## src/rtl/klein_pkg.sv

```systemverilog
// KLEIN-64 package: S-box, MixColumns, round and key schedule functions.
// Used by the round cell and the top level; no dependencies.
`default_nettype none

package klein_pkg;

	localparam int unsigned BLK_W = 64;

	typedef struct packed {
		logic [BLK_W-1:0] state;
		logic [BLK_W-1:0] key;
	} lane_t;

	function automatic logic [3:0] sbox4(input logic [3:0] x);
		logic [3:0] y;
		case (x)
			4'h0: y = 4'h7;
			4'h1: y = 4'h4;
			4'h2: y = 4'hA;
			4'h3: y = 4'h9;
			4'h4: y = 4'h1;
			4'h5: y = 4'hF;
			4'h6: y = 4'hB;
			4'h7: y = 4'h0;
			4'h8: y = 4'hC;
			4'h9: y = 4'h3;
			4'hA: y = 4'h2;
			4'hB: y = 4'h6;
			4'hC: y = 4'h8;
			4'hD: y = 4'hE;
			4'hE: y = 4'hD;
			default: y = 4'h5;
		endcase
		return y;
	endfunction

	function automatic logic [7:0] sbox_byte(input logic [7:0] x);
		return {sbox4(x[7:4]), sbox4(x[3:0])};
	endfunction

	function automatic logic [BLK_W-1:0] sub_nibbles(input logic [BLK_W-1:0] x);
		logic [BLK_W-1:0] y;
		for (int k = 0; k < BLK_W / 4; k++) begin
			y[4*k +: 4] = sbox4(x[4*k +: 4]);
		end
		return y;
	endfunction

	function automatic logic [7:0] xtime(input logic [7:0] v);
		return {v[6:0], 1'b0} ^ (v[7] ? 8'h1B : 8'h00);
	endfunction

	function automatic logic [31:0] mix_word(input logic [31:0] w);
		logic [7:0] a0, a1, a2, a3, d0, d1, d2, d3;
		a0 = w[31:24];
		a1 = w[23:16];
		a2 = w[15:8];
		a3 = w[7:0];
		d0 = xtime(a0);
		d1 = xtime(a1);
		d2 = xtime(a2);
		d3 = xtime(a3);
		return {d0 ^ d1 ^ a1 ^ a2 ^ a3,
			a0 ^ d1 ^ d2 ^ a2 ^ a3,
			a0 ^ a1 ^ d2 ^ d3 ^ a3,
			d0 ^ a0 ^ a1 ^ a2 ^ d3};
	endfunction

	function automatic logic [BLK_W-1:0] round_fn(input logic [BLK_W-1:0] s,
			input logic [BLK_W-1:0] k);
		logic [BLK_W-1:0] t;
		logic [BLK_W-1:0] r;
		t = sub_nibbles(s ^ k);
		r = {t[47:0], t[63:48]};
		return {mix_word(r[63:32]), mix_word(r[31:0])};
	endfunction

	function automatic logic [BLK_W-1:0] next_key(input logic [BLK_W-1:0] k,
			input logic [7:0] ctr);
		logic [7:0] b0, b1, b2, b3, b4, b5, b6, b7;
		logic [7:0] l0, l1, l2, l3, r0, r1, r2, r3;
		b0 = k[63:56];
		b1 = k[55:48];
		b2 = k[47:40];
		b3 = k[39:32];
		b4 = k[31:24];
		b5 = k[23:16];
		b6 = k[15:8];
		b7 = k[7:0];
		l0 = b5;
		l1 = b6;
		l2 = b7 ^ ctr;
		l3 = b4;
		r0 = b1 ^ b5;
		r1 = sbox_byte(b2 ^ b6);
		r2 = sbox_byte(b3 ^ b7);
		r3 = b0 ^ b4;
		return {l0, l1, l2, l3, r0, r1, r2, r3};
	endfunction

endpackage

`default_nettype wire

```

## src/rtl/klein_round_cell.sv

```systemverilog
// One KLEIN-64 round cell: holds a state/key pair, applies one round and one
// key update per beat. Depends on klein_pkg.
`default_nettype none

module klein_round_cell #(
	parameter logic [7:0] RND_CTR = 8'd1
) (
	input  wire                   clk,
	input  wire                   arst_n,
	input  wire                   up_valid,
	output logic                  up_ready,
	input  wire klein_pkg::lane_t up_lane,
	output logic                  dn_valid,
	input  wire                   dn_ready,
	output klein_pkg::lane_t      dn_lane
);

	logic             valid_q;
	klein_pkg::lane_t lane_q;
	logic             load;

	assign up_ready = !valid_q || dn_ready;
	assign load     = up_valid && up_ready;

	always_ff @(posedge clk or negedge arst_n) begin
		if (!arst_n) begin
			valid_q <= 1'b0;
		end else if (up_ready) begin
			valid_q <= up_valid;
		end
	end

	always_ff @(posedge clk) begin
		if (load) begin
			lane_q.state <= klein_pkg::round_fn(up_lane.state, up_lane.key);
			lane_q.key   <= klein_pkg::next_key(up_lane.key, RND_CTR);
		end
	end

	assign dn_valid = valid_q;
	assign dn_lane  = lane_q;

endmodule

`default_nettype wire

```

## config.mk

```make
export PLATFORM = sky130hd
export DESIGN_NAME = klein_round_cell
export DESIGN_NICKNAME = d
export VERILOG_FILES = /design/src/rtl/klein_pkg.sv /design/src/rtl/klein_round_cell.sv
export SDC_FILE = /design/constraint.sdc
export NUM_CORES = 1
export LEC_CHECK = 0
export BUFFER_PORTS_ARGS = -buffer_cell sky130_fd_sc_hd__buf_2
export CAP_MARGIN = 20
export CORE_ASPECT_RATIO = 1.4
export CORE_MARGIN = 3
export CORE_UTILIZATION = 35
export CTS_BUF_LIST = sky130_fd_sc_hd__clkbuf_8
export DETAILED_ROUTE_END_ITERATION = 10
export GPL_ROUTABILITY_DRIVEN = 0
export PLACE_DENSITY_LB_ADDON = 0.08
export SLEW_MARGIN = 5
export SYNTH_ARGS = -nofsm -noshare
export SYNTH_HDL_FRONTEND = slang
export SYNTH_SLANG_ARGS = --single-unit
```

## constraint.sdc

```tcl
create_clock -name clk -period 12.1 [get_ports clk]
set_clock_uncertainty 0.05 [all_clocks]
set_input_delay 1.21 -clock clk [delete_from_list [all_inputs] [get_ports clk]]
set_output_delay 1.21 -clock clk [all_outputs]
set_load 0.1 [all_outputs]
```

==> results of run 1 <==
-- kinds of logic after synthesis --
kind of cell	count (synthesis)	share of synthesized area
buffers and inverters	93	0.0331
flip-flops	129	0.359
AO/OA/AOI/OAI	27	0.0179
AND/OR/NAND/NOR	28	0.0122
adder cells (fa/ha/maj)	82	0.0953
multiplexers	93	0.161
XOR/XNOR	299	0.322
-- worst max-delay path, stage by stage --
cell and delay (ns):
buf_2 0.12, xor2_1 0.43, ha_1 0.33, mux4_1 0.81
xnor2_4 0.25, xnor2_2 0.22, xnor3_1 0.35
-- cell type report --
class                           count  share of cell area
Timing Repair Buffer              262               0.101
Multi-Input combinational cell    529               0.505
Sequential cell                   129               0.299
Tap cell                          385              0.0372
Clock inverter                     14              0.0134
Clock buffer                       17              0.0181
Inverter                           91              0.0264
-- flip-flops by register name, summed over array words and instances (netlist names) --
register,cells
dn_valid,1
dn_lane,128
-- layer usage --
layer,up-vias,part of all wire,global-route usage
met3,24,0.062,0.0428
li1,3184,-,-
met2,215,0.51,0.286
met1,3221,0.41,0.197
met4,2,0.017,0.0539
met5,-,0.00049,0
-- cell usage in the layout, fill, tap and decap left out, drive strengths merged, types with 17 or more instances in the layout --
| cell type | netlist | routed |
|---|---|---|
| xnor2 | 162 | 162 |
| mux4 | 59 | 59 |
| ha | 82 | 82 |
| xnor3 | 28 | 28 |
| clkbuf | 1 | 17 |
| buf | 1 | 262 |
| edfxtp | 128 | 128 |
| inv | 91 | 93 |
| xor2 | 107 | 107 |
| mux2i | 29 | 29 |
-- stage by stage --
stage | util | cells
finish | 0.430 | 1427
global route | 0.430 | 1427
CTS | 0.430 | 1427
detailed placement | 0.417 | 1396
global placement | 0.417 | 1396
floorplan | - | 751
-- cells in the mapped netlist, drive strengths merged --
cell	number
a211oi	10
a21oi	2
a31oi	4
and2	1
and3	3
buf	1
clkbuf	1
dfrtp	1
edfxtp	128
ha	82
inv	91
mux2	5
mux2i	29
mux4	59
nand2	9
nand2b	2
nand3	1
nor2	6
nor3	5
o211a	1
o21ai	10
or3	1
xnor2	162
xnor3	28
xor2	107
xor3	2
-- how the worst max path moves through the flow --
stage	from	endpoint	depth (start not counted)
after detailed placement	up_lane[4]	dn_lane[89]	7
final	up_lane[4]	dn_lane[89]	7
after global routing	up_lane[4]	dn_lane[89]	7
after floorplan	dn_ready	dn_lane[0]	2
after CTS	up_lane[4]	dn_lane[89]	7
after global placement	up_lane[4]	dn_lane[89]	7
-- power by group through the flow --
stage | clock network, W | registers [W] | logic (W)
floorplan | 0 | 0.00162 | 0.000892
global placement | 0 | 0.000758 | 0.00211
detailed placement | 0 | 0.000757 | 0.00211
CTS | 0.000413 | 0.000750 | 0.00212
global route | 0.000428 | 0.000757 | 0.00221
finish | 0.000399 | 0.000746 | 0.00208
==> results.json, run 1 <==
{
  "drt_iter0_drc": 264,
  "setup_viol": 0,
  "core_area_um2": 30100,
  "wirelength_mm": 26.5,
  "dieHeight_um": 214,
  "setup_tns_ns": 0,
  "grt_setup_unrepaired": "no",
  "grt_usage": 0.164,
  "layout-drive-gt1-share": 0.385,
  "num_rows": 75,
  "place_hpwl_mm": 22.1,
  "num-fill-cells": 2854,
  "seq_power_share": 0.231,
  "synth_area_um2": 10800,
  "firstDrtPassIters": 4,
  "clockBufferDepth": 2,
  "p_clk_frac": 0.124,
  "diodes": 0,
  "multi_input_area_um2": 6550,
  "timing.critical_path.required_ns": 12.27,
  "cts.clk_slew.worst_paths_ns": 0.07,
  "drv_slew": 0,
  "p_sw_w": 0.00164,
  "syn-num-nets": 965,
  "clk_latency_ns": 0.47,
  "syn_to_final_growth_pct": 20.3,
  "post-route-min-period_ns": 3.56,
  "layout.nets": 1244,
  "clockRootBuffer": "clkbuf_8",
  "p_comb_frac": 0.645,
  "yosys_warnings": 0,
  "min-delay-path-class": "in2async",
  "cts_hold_buf": 0,
  "final_antenna_net_count": 0,
  "status": "completed",
  "fp.dieArea_um2": 32900,
  "maxCapViolCount": 0,
  "worst_slack_ns": 8.54,
  "cts_tree": "yes",
  "synth_top_area_frac": 0.357,
  "yosysTopAreaCell": "edfxtp_1",
  "intPower_w": 0.00158,
  "relSlewSlack": 0.387,
  "max_slew.worst_pin.slew_ns": 0.920,
  "syn_inst": 751,
  "viasPerCell": 4.66,
  "r2r-start": "dn_valid",
  "synth.area.top_cells": "edfxtp_1 (36%), xnor2_1 (11%), mux4_2 (11%)",
  "fin_area_um2": 13000,
  "cts_buffers": 17,
  "die_w_um": 154,
  "finalCritPeriodShare": 0.294,
  "first_global_vias": 7088,
  "cts_resized": 0,
  "ir_worst_vdd_uv": 263,
  "regArea_um2": 3870,
  "grt_overflow": 0,
  "portBuffers": 261,
  "num_vias": 6646,
  "critPathKind": "in2reg",
  "arrival_ns": 3.73,
  "synth_seq_cells": 129,
  "swShare": 0.510,
  "grt_pass1_wl_mm": 40.5,
  "post_cts_buffers": 0,
  "r2r-end": "dn_lane[108]",
  "finalHoldViolCount": 0,
  "endpoint_kind": "flop",
  "whs_ns": 0.448,
  "startpoint_type": "input port",
  "power.leakage_nw": 5.65,
  "r2r_slack_ns": 9.60,
  "start_util": 0.357,
  "antenna_found_initial": 1,
  "grt_max_degree": 70,
  "io_pins": 262,
  "yosys.cell_types.count": 36,
  "syn-mean-instance-area_um2": 14.3,
  "drcViolationCount": 0,
  "htree_levels": 4,
  "max_freq_mhz": 281,
  "routedWlPerCell_um": 18.6,
  "crit_path_max_fanout": 6,
  "power_density_nw_per_um2": 249,
  "reg2reg_depth": 3,
  "dp_slack_ns": 7.99,
  "cts_sinks": 129,
  "fin_total_pwr_w": 0.00323,
  "synth.yosys.seq_area_share": 0.359,
  "placed_area_um2": 12600
}
(Power assumes the default switching activity.)
==> run 2: changes to the inputs <==
--- a/config.mk
+++ b/config.mk
@@ -5,6 +5,7 @@
 export SDC_FILE = /design/constraint.sdc
 export NUM_CORES = 1
 export LEC_CHECK = 0
+export ABC_AREA = 1
 export BUFFER_PORTS_ARGS = -buffer_cell sky130_fd_sc_hd__buf_2
 export CAP_MARGIN = 20
 export CORE_ASPECT_RATIO = 1.4
==> constraint.sdc (replaced) <==
create_clock -name clk -period 3.64 [get_ports clk]
set_clock_uncertainty 0.05 [all_clocks]
set_input_delay 0.364 -clock clk [delete_from_list [all_inputs] [get_ports clk]]
set_output_delay 0.364 -clock clk [all_outputs]
set_load 0.1 [all_outputs]
==> run 2 against run 1 <==
Against the previous run:
- final cell count is 97% higher
- sequential share of layout area decreased by 4.6 points
- cell area grew 18%
- routed wire length increased by 49%
- via count up 100%
- sequential cell count unchanged
- utilization down 0.78 points
- hold slack worse by 0.39 ns
- power rose by 150%
- highest routed layer unchanged
==> results.json, run 2 <==
{
  "drt_iter0_drc": 673,
  "first_global_vias": 12800,
  "drv_slew": 0,
  "endpoint_kind": "flop",
  "largest_reg_flops": 128,
  "viasPerCell": 4.76,
  "synth_top_flop_cell": "edfxtp_1",
  "clk_latency_ns": 0.48,
  "setup_tns_ns": 0,
  "timing.critical_path.required_ns": 3.84,
  "synth.area.top_cells": "nand2_1 (34%), edfxtp_1 (30%), nand3_1 (8.1%)",
  "num_vias": 13400,
  "hold-path-endpoint": "dn_valid",
  "grt_pass1_wl_mm": 62.7,
  "dp.cells": 2783,
  "grt_overflow": 0,
  "cts_sinks": 129,
  "synth_common_cells": "nand2_1 (1,165), inv_1 (216), nand3_1 (210), edfxtp_1 (128), ha_1 (82)",
  "whs_ns": 0.0583,
  "synth.yosys.seq_area_share": 0.297,
  "portBuffers": 261,
  "grt_usage": 0.198,
  "arrival_ns": 2.37,
  "r2r_slack_ns": 1.97,
  "routedWlPerCell_um": 14.0,
  "place_hpwl_mm": 32.3,
  "yosys.cell_types.count": 33,
  "min-delay-path-class": "in2reg",
  "critPathKind": "in2reg",
  "synth_seq_cells": 129,
  "htree_levels": 4,
  "synth_area_um2": 13000,
  "reg2reg_depth": 2,
  "num-fill-cells": 3885,
  "intPower_w": 0.00368,
  "worst_slack_ns": 1.48,
  "maxCapViolCount": 0,
  "setup_viol": 0,
  "die_w_um": 169,
  "finalCritPeriodShare": 0.595,
  "crit_family": "simple AND/OR/NAND/NOR gates",
  "post-route-min-period_ns": 2.16,
  "drcViolationCount": 0,
  "status": "completed",
  "layout-drive-gt1-share": 0.148,
  "startpoint_type": "input port",
  "swShare": 0.543,
  "antenna_found_initial": 7,
  "seq_power_share": 0.254,
  "layout_common_cells": "nand2_1 (1,165), buf_2 (261), inv_1 (216)",
  "crit_top_cell": "nand2_1",
  "instances_no_fill": 2817,
  "placed_area_um2": 14900,
  "p_clk_frac": 0.158,
  "fp.dieArea_um2": 39600,
  "slowest_stage": "xnor2_1",
  "syn-mean-instance-area_um2": 6.31,
  "core_area_um2": 36200,
  "firstDrtPassIters": 5,
  "cts.clk_slew.worst_paths_ns": 0.08,
  "ir_worst_vdd_uv": 401,
  "max_stage_delay_ns": 0.34,
  "relSlewSlack": 0.502,
  "dp_slack_ns": 0.973,
  "syn_to_final_growth_pct": 17.5,
  "synth_edf_count": 128,
  "clockBufferDepth": 2,
  "io_pins": 262,
  "grt_max_degree": 129,
  "start_util": 0.359,
  "yosysMostFrequentCell": "nand2_1",
  "cts_tree": "yes",
  "p_comb_frac": 0.588,
  "finalHoldViolCount": 0,
  "max_slew.worst_pin.slew_ns": 0.739,
  "r2r-start": "dn_valid",
  "num_rows": 82,
  "syn-num-nets": 2278,
  "crit_path_max_fanout": 11,
  "layout.nets": 2555,
  "fin_area_um2": 15300,
  "synth_top_area_frac": 0.336,
  "yosysTopAreaCell": "nand2_1",
  "cts_buffers": 17,
  "dieHeight_um": 234,
  "power.leakage_nw": 8.68,
  "p_sw_w": 0.00438,
  "synth-async-reset-ratio": 0.00775,
  "clockRootBuffer": "clkbuf_8",
  "min_from": "up_valid",
  "wirelength_mm": 39.4,
  "syn_inst": 2064,
  "max_freq_mhz": 462,
  "hold_depth": 3,
  "yosys_warnings": 0,
  "grt_setup_unrepaired": "no",
  "path_buf_inv": 4,
  "cp.depth": 16,
  "final_antenna_net_count": 0,
  "power_density_nw_per_um2": 527,
  "r2r-end": "dn_lane[12]",
  "path_cells": "buf_2 -> xnor2_1 -> ha_1 -> inv_1 -> nand2_1 -> nand2_1 -> nand2_1 -> nand2_1 -> inv_2 -> nand2_1 -> nand2_1 -> nand2_1 -> nand2_1 -> inv_1 -> nand2_1 -> nand2_1",
  "final_common_cell": "nand2_1"
}
[run 2: cell types whose count changed in the layout (fill, tap and decap cells not counted), moves of 10 or more]
cell / previous run / this run
nor2_1: 6 / 35
o21ai_0: 10 / 20
mux2i_1: 27 / 0
xnor2_2: 25 / 0
mux4_2: 51 / 0
nand3_1: 1 / 210
nand2_1: 9 / 1165
nand2_2: 0 / 18
xor2_1: 86 / 48
xnor3_1: 28 / 0
inv_1: 92 / 216
xnor2_1: 135 / 65
[run 2: worst max path at each step]
stage,start,end,slack [ns]
global route,up_lane[21],dn_lane[97],1.21
CTS,up_lane[21],dn_lane[97],1.52
floorplan,dn_valid,dn_lane[0],0.11
detailed placement,up_lane[21],dn_lane[97],0.97
finish,up_lane[21],dn_lane[97],1.48
global placement,up_lane[28],dn_lane[103],1.04
[run 2: cells by family (layout without fill, tap and decap cells)]
family | Yosys count | after routing | share of synthesized area
DFF | 129 | 129 | 0.297
AOI/OAI and AO/OA | 46 | 46 | 0.0201
buffers and inverters | 231 | 521 | 0.0671
other | 0 | 1 | 0
and+or+nand+nor | 1454 | 1454 | 0.450
adders and majority gates | 82 | 82 | 0.0788
xor gates and xnor gates | 122 | 122 | 0.0873
[run 2: power groups by stage]
stage | registers (W) | clock network (W) | logic, W
floorplan | 0.00358 | 0 | 0.00224
global placement | 0.00208 | 0 | 0.00473
detailed placement | 0.00208 | 0 | 0.00476
CTS | 0.00205 | 0.00132 | 0.00477
global route | 0.00207 | 0.00137 | 0.00526
finish | 0.00205 | 0.00127 | 0.00474
[run 2: through the flow]
stage	power (W)	utilization
floorplan	0.00583	-
global placement	0.00681	0.412
detailed placement	0.00684	0.412
CTS	0.00815	0.422
global route	0.00870	0.422
finish	0.00806	0.422
[run 2: area by class of cell]
type / count / area, µm² / share of cell area
multi-input cells: 1704 / 8290 / 0.542
flip-flops and latches: 129 / 3870 / 0.253
repair buffers: 263 / 1340 / 0.0874
inverters: 226 / 848 / 0.0555
well taps: 462 / 578 / 0.0378
clock buffers: 17 / 234 / 0.0153
clock inverters: 15 / 143 / 0.00932
diodes: 1 / 2.50 / 0.000164
[run 2: what timing repair did]
action	4_1_cts	5_1_grt
hold endpoints to repair	1	0
gates resized for setup	0	0
buffers inserted	0	0
hold buffers	1	0
endpoints found under the setup margin	0	0
[run 2: worst min-delay path: stages]
cell and delay, ns:
buf_2 0.08, inv_1 0.06, nand2_1 0.06
[run 2: metal layers]
metal / part of all wire / track usage
met5: 0.0019 / 0
met4: 0.039 / 0.0842
met3: 0.052 / 0.0420
met2: 0.50 / 0.369
met1: 0.40 / 0.218
==> run 3: changes to the inputs <==
==> constraint.sdc (replaced) <==
create_clock -name clk -period 1.8 [get_ports clk]
set_clock_uncertainty 0.05 [all_clocks]
set_input_delay 0.18 -clock clk [delete_from_list [all_inputs] [get_ports clk]]
set_output_delay 0.18 -clock clk [all_outputs]
set_load 0.1 [all_outputs]
==> run 3 against run 2 <==
Against the previous run:
- first-iteration DRC count increased by 13%
- hold slack got worse by 0.010 ns
- via count increased by 9.3%
- non-clock buffer count increased by 341
- final cell count increased by 12%
- power increased by 120%
- worst setup slack got worse by 1.3 ns
- die area unchanged
- count of clock-buffer cells in the layout unchanged
- routed wire length increased by 12%
- critical path type unchanged
- register-to-register slack got worse by 1.7 ns
- highest routed layer unchanged
==> results.json, run 3 (synthesis results as in run 2) <==
{
  "drt_iter0_drc": 760,
  "wl_met2_mm": 23.8,
  "grt_usage": 0.219,
  "timing.critical_path.required_ns": 2.01,
  "first_global_vias": 14000,
  "worst_slack_ns": 0.147,
  "ir_worst_vdd_uv": 862,
  "r2r_slack_ns": 0.29,
  "min_from": "up_lane[5]",
  "cts_sinks": 129,
  "start_util": 0.359,
  "syn_to_final_growth_pct": 40.6,
  "finalHoldViolCount": 0,
  "critPathKind": "in2reg",
  "highest_layer": "met5",
  "grt_overflow": 0,
  "drv_slew": 0,
  "final_util": 0.505,
  "num-fill-cells": 3731,
  "min-delay-path-class": "in2reg",
  "grt_setup_unrepaired": "no",
  "final_antenna_net_count": 0,
  "portBuffers": 261,
  "r2r-end": "dn_lane[44]",
  "route.met3.wl_mm": 1.81,
  "layout.nets": 2896,
  "fp.dieArea_um2": 39600,
  "setup_tns_ns": 0,
  "htree_levels": 4,
  "r2r-start": "dn_valid",
  "clockRootBuffer": "clkbuf_8",
  "layout-drive-gt1-share": 0.255,
  "layout_common_cells": "nand2_1 (1,146), buf_4 (298), buf_2 (259)",
  "grt_pass1_wl_mm": 68.4,
  "post-route-min-period_ns": 1.65,
  "num_vias": 14700,
  "hold-path-endpoint": "dn_lane[45]",
  "clockBufferDepth": 2,
  "io_pins": 262,
  "max_slew.worst_pin.slew_ns": 0.550,
  "antenna_found_initial": 7,
  "dp.cells": 3088,
  "clk_latency_ns": 0.49,
  "final_common_cell": "nand2_1",
  "reg2reg_depth": 3,
  "startpoint_type": "input port",
  "max_freq_mhz": 605,
  "cts.clk_slew.worst_paths_ns": 0.08,
  "status": "completed",
  "instances_no_fill": 3163,
  "place_hpwl_mm": 36.9,
  "grt_max_degree": 35,
  "arrival_ns": 1.86,
  "die_w_um": 169,
  "power_density_nw_per_um2": 984,
  "drcViolationCount": 0,
  "cts_tree": "yes",
  "finalCritPeriodShare": 0.919,
  "whs_ns": 0.0480,
  "crit_path_max_fanout": 7,
  "relSlewSlack": 0.631,
  "power.leakage_nw": 10.4,
  "setup_viol": 0,
  "maxCapViolCount": 0,
  "endpoint_kind": "flop",
  "viasPerCell": 4.63,
  "wirelength_mm": 44.0,
  "firstDrtPassIters": 5,
  "largest_reg_flops": 128,
  "cts_buffers": 17,
  "dieHeight_um": 234,
  "dp_slack_ns": -0.461,
  "num_rows": 82,
  "drt-met1-wl_mm": 17.1,
  "routedWlPerCell_um": 13.9,
  "core_area_um2": 36200,
  "hold_depth": 2
}
[run 3: cell type report]
class | count | area, µm² | share of cell area
diodes | 6 | 15.0 | 0.000820
inverters | 226 | 848 | 0.0464
clock buffers | 17 | 234 | 0.0128
clock inverters | 15 | 176 | 0.00964
multi-input cells | 1704 | 8460 | 0.462
well taps | 462 | 578 | 0.0316
repair buffers | 604 | 4120 | 0.225
flip-flops and latches | 129 | 3870 | 0.212
[run 3: worst max-delay path by stage]
| stage | from | end | slack (ns) | depth (start not counted) |
|---|---|---|---|---|
| final | up_lane[60] | dn_lane[81] | 0.15 | 13 |
| after global placement | up_lane[60] | dn_lane[81] | -0.43 | 13 |
| after detailed placement | up_lane[60] | dn_lane[81] | -0.46 | 13 |
| after global routing | up_lane[52] | dn_lane[72] | 0.0005 | 13 |
| after floorplan | dn_valid | dn_lane[0] | -1.52 | 1 |
| after CTS | up_lane[15] | dn_lane[91] | 0.02 | 14 |
[run 3: per-layer routing]
layer  vias to the layer above  track usage
met1                      6621        0.242
met3                        58       0.0280
met2                       290        0.422
met4                         2       0.0832
li1                       7685            -
met5                         -            0
[run 3: power by group]
| group | leakage, nW | internal [W] | switching (W) |
|---|---|---|---|
| sequential | 1.23 | 0.00401 | 0.000117 |
| combinational | 9.00 | 0.00335 | 0.00772 |
| clock | 0.210 | 0.00147 | 0.00133 |
| total | 10.4 | 0.00883 | 0.00917 |
[run 3: stage by stage]
stage | power [W] | cell area [µm²]
2_1_floorplan | 0.0118 | 13100
3_3_place_gp | 0.0150 | 17400
3_5_place_dp | 0.0151 | 17400
4_1_cts | 0.0180 | 18100
5_1_grt | 0.0193 | 18300
6_report | 0.0180 | 18300
[run 3: timing repair]
item	CTS	global route
resized for setup	0	36
buffers inserted	0	3
setup endpoints to repair	0	43
endpoints found under the hold margin	33	0
hold buffers	35	0
[run 3: critical path: stages]
cell and delay, ns:
buf_2 0.13, xor2_2 0.23, ha_1 0.27, nand2_1 0.12
nand2_1 0.07, nand2_1 0.06, nand2_1 0.21, nand2_1 0.20
nand2_1 0.09, o21ai_0 0.11, nand2_1 0.07, nand2_1 0.06
nand2_1 0.04
